### config.mk
export PLATFORM = sky130hd
export DESIGN_NAME = tcd_regs
export DESIGN_NICKNAME = d
export VERILOG_FILES = /design/src/design/tcd_pkg.sv /design/src/design/tcd_regs.sv
export SDC_FILE = /design/constraint.sdc
export NUM_CORES = 1
export LEC_CHECK = 0
export BUFFER_PORTS_ARGS = -buffer_cell sky130_fd_sc_hd__buf_2
export CORE_ASPECT_RATIO = 1.25
export CORE_MARGIN = 4
export CORE_UTILIZATION = 49
export CTS_CLUSTER_DIAMETER = 60
export DETAILED_ROUTE_END_ITERATION = 10
export GPL_TIMING_DRIVEN = 0
export PLACE_DENSITY = 0.85
export SYNTH_ARGS = -nofsm -noshare
export SYNTH_HDL_FRONTEND = slang
export SYNTH_SLANG_ARGS = --single-unit
### constraint.sdc
create_clock -name clk -period 1.9 [get_ports clk]
set_input_delay 0.19 -clock clk [delete_from_list [all_inputs] [get_ports clk]]
set_output_delay 0.19 -clock clk [all_outputs]
set_load 0.1 [all_outputs]
### src/design/tcd_pkg.sv
// Shared types for the tile change detector: register file contents,
// controller commands and datapath status. No dependencies.
package tcd_pkg;

    localparam int ADDR_W = 4;
    localparam int DATA_W = 32;
    localparam int MAX_HEIGHT = 4096;

    typedef struct packed {
        logic [12:0] image_width;
        logic [12:0] image_height;
        logic [8:0]  tile_size;
        logic [15:0] threshold_q8;
    } cfg_t;

    typedef struct packed {
        logic capture;
        logic accum;
        logic scale;
        logic emit;
    } ctrl_t;

    typedef struct packed {
        logic tile_done;
        logic hit;
        logic out_free;
    } stat_t;

endpackage

### src/design/tcd_regs.sv
// APB-style register file for the tile change detector.
// Depends on tcd_pkg for the configuration struct and port widths.
module tcd_regs (
    input  logic                       clk,
    input  logic                       rst_n,
    input  logic                       psel,
    input  logic                       penable,
    input  logic                       pwrite,
    input  logic [tcd_pkg::ADDR_W-1:0] paddr,
    input  logic [tcd_pkg::DATA_W-1:0] pwdata,
    output logic [tcd_pkg::DATA_W-1:0] prdata,
    output logic                       pready,
    output tcd_pkg::cfg_t              cfg
);

    localparam logic [1:0] REG_IMAGE_WIDTH  = 2'd0;
    localparam logic [1:0] REG_IMAGE_HEIGHT = 2'd1;
    localparam logic [1:0] REG_TILE_SIZE    = 2'd2;
    localparam logic [1:0] REG_THRESHOLD    = 2'd3;

    tcd_pkg::cfg_t cfg_reg;
    tcd_pkg::cfg_t cfg_next;
    logic          wr_en;
    logic [1:0]    reg_sel;

    assign pready  = 1'b1;
    assign wr_en   = psel && penable && pwrite && pready;
    assign reg_sel = paddr[3:2];
    assign cfg     = cfg_reg;

    always_comb
    begin
        cfg_next = cfg_reg;
        if (wr_en)
        begin
            unique case (reg_sel)
                REG_IMAGE_WIDTH:  cfg_next.image_width  = pwdata[12:0];
                REG_IMAGE_HEIGHT: cfg_next.image_height = pwdata[12:0];
                REG_TILE_SIZE:    cfg_next.tile_size    = pwdata[8:0];
                REG_THRESHOLD:    cfg_next.threshold_q8 = pwdata[15:0];
                default:          cfg_next = cfg_reg;
            endcase
        end
    end

    always_ff @(posedge clk or negedge rst_n)
    begin
        if (!rst_n)
        begin
            cfg_reg.image_width  <= 13'd4096;
            cfg_reg.image_height <= 13'd4096;
            cfg_reg.tile_size    <= 9'd32;
            cfg_reg.threshold_q8 <= 16'd7680;
        end
        else
        begin
            cfg_reg <= cfg_next;
        end
    end

    always_comb
    begin
        unique case (reg_sel)
            REG_IMAGE_WIDTH:  prdata = {19'd0, cfg_reg.image_width};
            REG_IMAGE_HEIGHT: prdata = {19'd0, cfg_reg.image_height};
            REG_TILE_SIZE:    prdata = {23'd0, cfg_reg.tile_size};
            REG_THRESHOLD:    prdata = {16'd0, cfg_reg.threshold_q8};
            default:          prdata = '0;
        endcase
    end

endmodule

==> reports/qor.yml <==
gp_congestion: 0.697
largest_reg_flops: 51
grt_overflow: 0
status: "finished, final reports clean"
setup_ws_ns: 0.139
die-width_um: 71.1
wl_per_cell_um: 16.4
synth.most_common_cell: "dfrtp_1"
cp_slowest_cell: "clkbuf_2"
post-route-period-util: 0.927
fin_nets: 311
numCtsBuffers: 5
cp_cell_sequence: "buf_2, clkbuf_2, and3_2, buf_2"
die-area_mm2: 0.00618
dp_slack_ns: -0.0731
clk_path_buf_depth: 2
fin_tns_setup_ns: 0
clock_latency_ns: 0.29
critPathTopFamily: "buffers and inverters"
ys_warn_count: 0
drtIter0Drc: 44
rsz0062_at_grt: "no"
fp.dieH_um: 86.9
grt_max_degree: 52
cts_tree: "built"
crit_type: "in2out"
startpoint_type: "primary input"
hold_viol_final: 0
required_ns: 1.71
fmax_mhz: 568
drive_gt1_frac: 0.745
drt_first_pass_iters: 4
dp_hpwl_mm: 4.04
cts_setup_buffers: 0
arrival_ns: 1.57
clk_pin_slew_ns: 0.09
clock-sinks: 51
grt_pass1_vias: 1739
maxSlewViolCount: 0
clockRootBuffer: "clkbuf_8"
fin_hold_ws_ns: 0.0921
hp-class: "in2async"
period_minus_slack_ns: 1.76
ant_nets: 0
yosysTopAreaCell: "dfrtp_1"
core_mm2: 0.00476
crit_buf_inv: 3
drt-total-wl_mm: 5.42
num_vias: 1663
synth_area_per_cell_um2: 15.2
drc: 0
track_usage: 0.184
via_per_inst: 5.02
fillCellCount: 359
synth_edf_count: 0
cts_hold_buf: 0
synth.top_cell.area_share: 0.452
synthArstFlopShare: 1.00
synth_commonest_cells: "dfrtp_1 (44), mux2_2 (41), buf_4 (17)"
antennaDiodeCount: 0
fp-row-count: 28
antenna_found_initial: 0
start_util: 0.512
synth_area_leaders: "dfrtp_1 (45%), mux2_2 (19%), mux4_2 (8.3%)"
io_buffers: 89
slew_headroom: 0.272
ios: 125
dpl_cell_area_mm2: 0.00307
fin_area_mm2: 0.00322
ys_types: 22
maxCapViolations: 0
synthCells: 160
grt_pass1_wl_mm: 8.70
setup_viol: 0
slowest_delay_ns: 0.41
syn_area_mm2: 0.00244
path_max_fanout: 15
yosysSeqAreaShare: 0.527
synth_top_flop_cell: "dfrtp_1"
fin_worst_skew_ns: 0
ys_seq_elements: 51
tightestPinTransition_ns: 1.09
end_kind: "output port"
crit_top_cell: "buf_2"
syn_to_final_growth_pct: 31.9
cts-htree-levels: 2
## routing by layer
layer  vias up  GRT usage  part of all wire
met4         0     0.0513             0.012
met3         4     0.0531             0.083
li1        763          -                 -
met5         -          0                 0
met2        75      0.317              0.50
met1       821      0.226              0.40
## cells in the final DEF (no fill, tap or decap), drive strengths merged
cell type  count
buf          112
dfstp          7
nor3           1
dfrtp         44
clkinvlp       1
or3b           1
conb          17
mux2          51
nor3b          1
mux4           9
nand2          1
clkbuf         7
bufinv         2
and3           3
nor2           1
nand3          5
mux2i          4
o21ai          4
## cell families (layout without fill, tap and decap cells)
kind of cell,Yosys count,in the layout,share of synthesized area
multiplexers,64,64,0.350
other,2,17,0.00308
flip-flops,51,51,0.527
AO/OA/AOI/OAI,4,4,0.00821
buffers and inverters,26,122,0.0785
AND/OR/NAND/NOR,13,13,0.0328
## area by class of cell
type	instances	area, um^2	share of cell area
Sequential cell	51	1290	0.401
Buffer	25	191	0.0595
Multi-Input combinational cell	98	1070	0.332
Clock inverter	3	67.6	0.0210
Clock buffer	5	68.8	0.0214
Timing Repair Buffer	89	455	0.142
Tap cell	60	75.1	0.0233
## final timing paths
check,from,to,slack [ns],cells after the start
worst max-delay path,paddr[3],prdata[15],0.14,4
worst min-delay path,rst_n,cfg[35],0.09,1
worst max register to register,cfg[42],cfg[42],1.11,1
min in group clk,pwdata[13],cfg[13],0.13,2
worst min register to register,cfg[39],cfg[39],0.53,1
max in group asynchronous,rst_n,cfg[47],1.08,1
## metrics by stage
step           instances  utilization
6_report             331        0.675
5_1_grt              331        0.675
4_1_cts              332        0.675
3_5_place_dp         324        0.644
3_3_place_gp         324        0.644
2_1_floorplan        175            -
## what timing repair did
item                       in CTS  in global routing
setup endpoints to repair       4                 10
hold endpoints to repair        0                  0
resized for setup               4                  3
Power is not shown: default switching activity piles up to over one toggle a cycle in this logic, so the estimate is an artifact.
