[config.mk]
export PLATFORM = sky130hd
export DESIGN_NAME = tcd_ctrl
export DESIGN_NICKNAME = d
export VERILOG_FILES = /design/src/design/tcd_pkg.sv /design/src/design/tcd_ctrl.sv
export SDC_FILE = /design/constraint.sdc
export NUM_CORES = 1
export LEC_CHECK = 0
export ABC_CLOCK_PERIOD_IN_PS = 1900
export BUFFER_PORTS_ARGS = -buffer_cell sky130_fd_sc_hd__buf_4
export CORE_AREA = 4 4 41 43
export DETAILED_ROUTE_END_ITERATION = 16
export DIE_AREA = 0 0 45 47
export PLACE_DENSITY = 0.42
export RECOVER_POWER = 50
export SYNTH_ARGS = -nofsm -noshare
export SYNTH_HDL_FRONTEND = slang
export SYNTH_SLANG_ARGS = --single-unit
[constraint.sdc]
create_clock -name clk -period 1.9 [get_ports clk]
set_clock_uncertainty 0.2 [all_clocks]
set_input_delay 0.19 -clock clk [delete_from_list [all_inputs] [get_ports clk]]
set_output_delay 0.19 -clock clk [all_outputs]
set_load 0.05 [all_outputs]
[src/design/tcd_pkg.sv]
// Shared types for the tile change detector: register file contents,
// controller commands and datapath status. No dependencies.
package tcd_pkg;

    localparam int ADDR_W = 4;
    localparam int DATA_W = 32;
    localparam int MAX_HEIGHT = 4096;

    typedef struct packed {
        logic [12:0] image_width;
        logic [12:0] image_height;
        logic [8:0]  tile_size;
        logic [15:0] threshold_q8;
    } cfg_t;

    typedef struct packed {
        logic capture;
        logic accum;
        logic scale;
        logic emit;
    } ctrl_t;

    typedef struct packed {
        logic tile_done;
        logic hit;
        logic out_free;
    } stat_t;

endpackage

[src/design/tcd_ctrl.sv]
// Controller state machine: sequences capture and accumulate for each pixel transaction,
// and threshold multiply and decision when it ends a tile. Depends on tcd_pkg.
module tcd_ctrl (
    input  logic           clk,
    input  logic           rst_n,
    input  logic           in_valid,
    output logic           in_stall,
    input  tcd_pkg::stat_t stat,
    output tcd_pkg::ctrl_t cmd
);

    typedef enum logic [3:0] {
        ST_IDLE   = 4'b0001,
        ST_ACCUM  = 4'b0010,
        ST_SCALE  = 4'b0100,
        ST_DECIDE = 4'b1000
    } state_t;

    state_t state_reg;
    state_t state_next;

    assign in_stall = (state_reg != ST_IDLE);

    always_comb
    begin
        cmd        = '0;
        state_next = state_reg;
        unique case (state_reg)
            ST_IDLE:
            begin
                if (in_valid)
                begin
                    cmd.capture = 1'b1;
                    state_next  = ST_ACCUM;
                end
            end
            ST_ACCUM:
            begin
                cmd.accum  = 1'b1;
                state_next = stat.tile_done ? ST_SCALE : ST_IDLE;
            end
            ST_SCALE:
            begin
                cmd.scale  = 1'b1;
                state_next = ST_DECIDE;
            end
            ST_DECIDE:
            begin
                if (!stat.hit)
                begin
                    state_next = ST_IDLE;
                end
                else if (stat.out_free)
                begin
                    cmd.emit   = 1'b1;
                    state_next = ST_IDLE;
                end
            end
            default:
            begin
                state_next = ST_IDLE;
            end
        endcase
    end

    always_ff @(posedge clk or negedge rst_n)
    begin
        if (!rst_n)
        begin
            state_reg <= ST_IDLE;
        end
        else
        begin
            state_reg <= state_next;
        end
    end

endmodule

==> impl_metrics.csv, run 1 <==
group,metric,value,unit
cells_and_area,drive_gt1_share,47.5,%
timing,fin_setup_tns,0,ns
cells_and_area,area_growth,67.7,%
synthesis,yosysWarnings,0,
power,sw_frac_of_total,43.7,%
cells_and_area,design_area,397,sq um
setup_path,crit_fanout,5,
power,power_density,1430,nW/um^2
cells_and_area,antennaDiodeCount,0,
timing,period_share,94.3,%
setup_path,ff2ff_path_depth,3,
detailed_routing,num_vias,219,
timing,rsz0062_at_grt,"no",
clock_tree,cts_sinks,4,
synthesis,yosys.area.top_type_share,31.7,%
die,io_pins,11,
placed_design,place_hpwl,454,um
clock_tree,cts.htree.levels,1,
grt,grt_start_max_net_pins,7,
die,chipHeight,47,um
grt,grt_overflow,0,
power,pwr-share-clk,19.9,%
detailed_routing,antenna_left,0,
die,row_count,13,
placed_design,port_buffers,10,
timing,fmax,0.558,GHz
synthesis,synth_cell_types,13,
synthesis,synth-edff-count,0,
outcome,status,"finished clean",
synthesis,syn_inst,23,
placed_design,gp_congestion,0.648,
setup_path,endpoint_kind,"output pin",
synthesis,synth_area,236,sq um
setup_path,rrSetupSlack,0.56,ns
synthesis,synth_ff_type,"dfrtp_1",
timing,worst_pin_slew,0.343,ns
setup_path,path_class,"register to output pin",
power,p_switching,0.248,mW
cells_and_area,fillers,143,
cells_and_area,multi_input_area,138,sq um
synthesis,synth_most_common_cell,"and2_1",
die,dieArea,2120,sq um
worst_hold_path,hold_path_end,"state_reg[0]",
synthesis,yosysSeqAreaShare,42.9,%
timing,setup_viol,0,
power,p_int,0.320,mW
die,coreArea,1300,sq um
clock_tree,clk_path_buf_depth,2,
power,pwr-share-seq,27.3,%
grt,grt_util_all_layers,6.81,%
detailed_routing,dr.pass1.iters,4,
power,peakVddDrop,0.000577,V
clock_tree,clk_latency,0.23,ns
synthesis,syn_nets,29,
grt,grt_antenna_before_repair,0,
grt,grt_pass1_wl,959,um
detailed_routing,drc_errors,0,
timing,finalWorstSetupSlack,0.108,ns
setup_path,worstPathRequired,1.51,ns
detailed_routing,wl_per_cell,10.3,um
setup_path,worst_ep_arrival_time,1.40,ns
setup_path,worst_setup_path_start_kind,"register",
grt,grt_pass1_vias,245,
die,die_w,45,um
power,power_frac_comb,52.8,%
setup_path,reg2reg_to,"state_reg[0]",
synthesis,synthArstFlopShare,100,%
clock_tree,clockRootBuffer,"clkbuf_4",
clock_tree,clk_pin_slew,0.03,ns
die,initial_core_util,18.2,%
cells_and_area,nets,47,
synthesis,synth.avg_cell_area,10.3,sq um
worst_hold_path,worstHoldStart,"stat[0]",
synthesis,ys_seq_elements,4,
flow_run,cap_violations,0,
worst_hold_path,holdPathStages,3,
placed_design,pre_cts_ws,0.229,ns
power,p_leak,0.180,nW
detailed_routing,vias_per_cell,3.98,
synthesis,yosysTopAreaCell,"dfrtp_1",
timing,min_period,1.79,ns
cells_and_area,largest_reg_flops,4,
timing,hold_viol,0,
timing,max-slew-margin-rel,76.8,%
placed_design,place_area,335,sq um
clock_tree,cts_made_buffers,3,
clock_tree,cts_tree,"done",
timing,finalMaxSlewViolations,0,
worst_hold_path,hold_path.class,"input pin to register",
cells_and_area,seq_area,101,sq um
setup_path,worstReg2RegStart,"state_reg[0]",
synthesis,ys_top_cells_by_count,"and2_1 (4), dfrtp_1 (3), nor2_1 (3)",
detailed_routing,drtIter0Drc,3,
detailed_routing,wl,564,um
synthesis,yosys-top-cells-area,"dfrtp_1 (32%), nor4b_2 (13%), dfstp_2 (11%)",
-- worst max path at each step --
stage	cells after the start	end	from	slack (ns)
final	3	cmd[3]	state_reg[0]	0.11
after global routing	3	cmd[3]	state_reg[0]	0.05
after CTS	3	cmd[3]	state_reg[0]	0.02
after detailed placement	3	cmd[3]	state_reg[0]	0.23
after global placement	3	cmd[3]	state_reg[0]	0.29
after floorplan	2	state_reg[2]	state_reg[3]	0.001
-- cell families (layout without fill, tap and decap cells) --
group	after synthesis	count (layout)	share of synthesized area (%)
buf+inv	2	19	3.18
flops	4	4	42.9
compound gates	3	3	12.2
simple gates	14	14	41.8
-- cells in the final DEF, fill, tap and decap left out --
| cell | Yosys | layout |
|---|---|---|
| dfstp_2 | 1 | 1 |
| dlygate4sd3_1 | 0 | 3 |
| nor4b_1 | 0 | 1 |
| o21ai_2 | 1 | 1 |
| nand3b_1 | 2 | 2 |
| buf_6 | 0 | 1 |
| inv_1 | 2 | 2 |
| a221oi_2 | 1 | 1 |
| dfrtp_1 | 3 | 3 |
| nor3_2 | 0 | 1 |
| and2_1 | 4 | 3 |
| and2_4 | 0 | 1 |
| clkbuf_4 | 0 | 3 |
| nand2b_2 | 1 | 1 |
| clkbuf_1 | 0 | 2 |
| nor2_1 | 3 | 3 |
| o21ai_0 | 1 | 1 |
| buf_4 | 0 | 8 |
| nor4b_4 | 0 | 1 |
| nand2_1 | 1 | 1 |
-- timing repair --
action                                 CTS  global route
setup buffers                            0             0
gates resized for setup                  1             2
setup endpoints to repair                1             1
hold buffers                             3             0
endpoints found under the hold margin    6             0
-- worst max-delay path: stages, from the launching register on --
cell and delay, ns:
dfstp_2 0.56, nor4b_4 0.25, and2_4 0.20, buf_6 0.15
-- metrics by stage --
stage	power [mW]	hold WS (ns)	utilization [%]	cells
3_3_place_gp	0.423	-0.212	25.8	48
2_1_floorplan	0.348	-0.306	-	23
5_1_grt	0.600	0.115	30.5	55
4_1_cts	0.570	0.0761	30.8	55
3_5_place_dp	0.426	-0.211	25.8	48
6_report	0.568	0.0980	30.5	55
-- area by class of cell --
cell class              instances  area share (%)
multi-input cells              17            34.7
repair buffers                 13            26.5
flip-flops and latches          4            25.6
inverters                       2            1.89
clock buffers                   4            6.62
well taps                      15            4.73
-- power groups by stage --
stage	sequential, mW	clock [mW]	combinational, mW
finish	0.155	0.113	0.300
global route	0.160	0.124	0.317
CTS	0.158	0.120	0.292
detailed placement	0.154	0	0.272
global placement	0.153	0	0.270
floorplan	0.146	0	0.202
-- per-layer routing --
| layer | track usage, % | up-vias | share of wire [%] |
|---|---|---|---|
| met1 | 6.86 | 96 | 46 |
| met2 | 10.5 | 9 | 45 |
| met3 | 1.53 | 0 | 9.6 |
| met5 | 0 | - | 0 |
| met4 | 8.77 | 0 | 0 |
| li1 | - | 114 | - |
Power figures use the tool's default switching activity.
==> inputs of run 2 (changes only) <==
--- a/config.mk
+++ b/config.mk
@@ -9,2 +9,4 @@
 export BUFFER_PORTS_ARGS = -buffer_cell sky130_fd_sc_hd__buf_4
+export CELL_PAD_IN_SITES_DETAIL_PLACEMENT = 0
+export CELL_PAD_IN_SITES_GLOBAL_PLACEMENT = 2
 export CORE_AREA = 4 4 41 43
@@ -12,3 +14,3 @@
 export DIE_AREA = 0 0 45 47
-export PLACE_DENSITY = 0.42
+export PLACE_DENSITY = 0.6
 export RECOVER_POWER = 50
--- a/constraint.sdc
+++ b/constraint.sdc
@@ -4,2 +4,2 @@
 set_output_delay 0.19 -clock clk [all_outputs]
-set_load 0.05 [all_outputs]
+set_load 0.01 [all_outputs]
==> impl_metrics.csv, run 2 (synthesized netlist as in run 1, its figures left out) <==
group,metric,value,unit
outcome,status,"finished clean",
setup_path,path_class,"register to output pin",
detailed_routing,wl_per_cell,10.2,um
worst_hold_path,holdPathStages,3,
timing,fin_setup_tns,0,ns
setup_path,reg2reg_to,"state_reg[0]",
cells_and_area,final_common_cell,"buf_4",
cells_and_area,seq_area,101,sq um
setup_path,worstSetupStartpoint,"state_reg[1]",
detailed_routing,vias_per_cell,4.11,
detailed_routing,num_vias,226,
power,p_total,0.461,mW
cells_and_area,area_growth,63.0,%
flow_run,cap_violations,0,
setup_path,ff2ff_path_depth,3,
detailed_routing,wl,561,um
detailed_routing,antenna_left,0,
clock_tree,clk_latency,0.24,ns
worst_hold_path,hold_path.class,"input pin to register",
detailed_routing,drc_errors,0,
die,die_w,45,um
power,peakVddDrop,0.000403,V
timing,finalMaxSlewViolations,0,
clock_tree,clk_pin_slew,0.04,ns
placed_design,place_hpwl,438,um
setup_path,worst_setup_path_start_kind,"register",
timing,min_period,1.75,ns
die,chipHeight,47,um
clock_tree,cts_sinks,4,
clock_tree,clk_path_buf_depth,2,
clock_tree,post_cts_buffers,0,
cells_and_area,fillers,149,
detailed_routing,dr.pass1.iters,2,
die,dieArea,2120,sq um
cells_and_area,antennaDiodeCount,0,
setup_path,crit_fanout,6,
placed_design,port_buffers,10,
placed_design,gp_congestion,0.617,
clock_tree,cts_tree,"done",
cells_and_area,nets,47,
setup_path,worstReg2RegStart,"state_reg[1]",
die,initial_core_util,18.2,%
setup_path,endpoint_kind,"output pin",
die,coreArea,1300,sq um
cells_and_area,drive_gt1_share,42.5,%
setup_path,worst_ep_arrival_time,1.36,ns
clock_tree,cts_made_buffers,3,
clock_tree,clockRootBuffer,"clkbuf_4",
die,io_pins,11,
timing,max-slew-margin-rel,76.1,%
timing,hold_viol,0,
cells_and_area,multi_input_area,130,sq um
timing,rsz0062_at_grt,"no",
power,power_density,1200,nW/um^2
grt,grt_util_all_layers,6.74,%
grt,grt_pass1_wl,890,um
setup_path,rrSetupSlack,0.58,ns
setup_path,worstPathRequired,1.51,ns
grt,grt_pass1_vias,205,
cells_and_area,largest_reg_flops,4,
timing,setup_viol,0,
cells_and_area,final_cell_mix,"buf_4 (9), and2_1 (4)",
die,row_count,13,
worst_hold_path,worstHoldStart,"stat[0]",
detailed_routing,drtIter0Drc,3,
grt,grt_start_max_net_pins,7,
grt,grt_antenna_before_repair,0,
power,p_leak,0.176,nW
timing,fmax,0.572,GHz
timing,period_share,92.0,%
worst_hold_path,hold_path_end,"state_reg[0]",
timing,worst_pin_slew,0.353,ns
grt,grt_overflow,0,
clock_tree,cts.htree.levels,1,
==> run 2: cell types whose count changed in the layout (fill, tap and decap cells not counted) <==
cell and delta:
and2_1 +1, and2_4 -1, buf_4 +1, buf_6 -1
nor3_1 +1, nor3_2 -1
==> run 2: report_power, final <==
group	leakage [nW]	switching, mW	internal, mW
Combinational	0.109	0.0801	0.111
Clock	0.0150	0.0376	0.0789
Sequential	0.0512	0.0377	0.116
==> run 2: routing by layer <==
metal | track usage [%] | vias up | wire length, um
li1 | - | 116 | -
met1 | 7.11 | 98 | 223
met2 | 9.04 | 9 | 266
met3 | 3.83 | 3 | 49
met4 | 7.02 | 0 | 21
met5 | 0 | - | 0
==> run 2: worst max-delay path by stage <==
stage,end,slack [ns],depth (start not counted)
floorplan,cmd[3],0.51,2
global placement,cmd[3],0.33,3
detailed placement,cmd[3],0.32,3
CTS,cmd[3],0.07,3
global route,cmd[3],0.04,3
finish,cmd[3],0.15,3
==> run 2: through the flow <==
stage | hold slack [ns] | cell area [sq um] | cells | setup slack (ns) | util [%]
detailed placement | -0.212 | 330 | 48 | 0.321 | 25.4
CTS | 0.0767 | 387 | 55 | 0.0662 | 29.7
finish | 0.0909 | 385 | 55 | 0.152 | 29.6
global route | 0.0942 | 385 | 55 | 0.0411 | 29.6
global placement | -0.214 | 330 | 48 | 0.329 | 25.4
floorplan | -0.306 | 236 | 23 | 0.507 | -
==> run 2: repair_timing <==
action | in CTS | in global routing
setup endpoints to repair | 0 | 1
resized for setup | 0 | 1
hold buffers | 3 | 0
endpoints found under the hold margin | 6 | 0
==> run 2: layout make-up <==
type                       count  share of cell area [%]
sequential                     4                    26.3
clock buffer                   4                    6.82
tap                           15                    4.87
timing repair buffer          13                    26.3
inverter                       2                    1.95
multi-input combinational     17                    33.8
==> run 2: worst max-delay path, cell delays in order (launching register included) <==
cell and delay [ns]:
dfrtp_1 0.45, nor4b_4 0.33, and2_1 0.20, buf_4 0.13
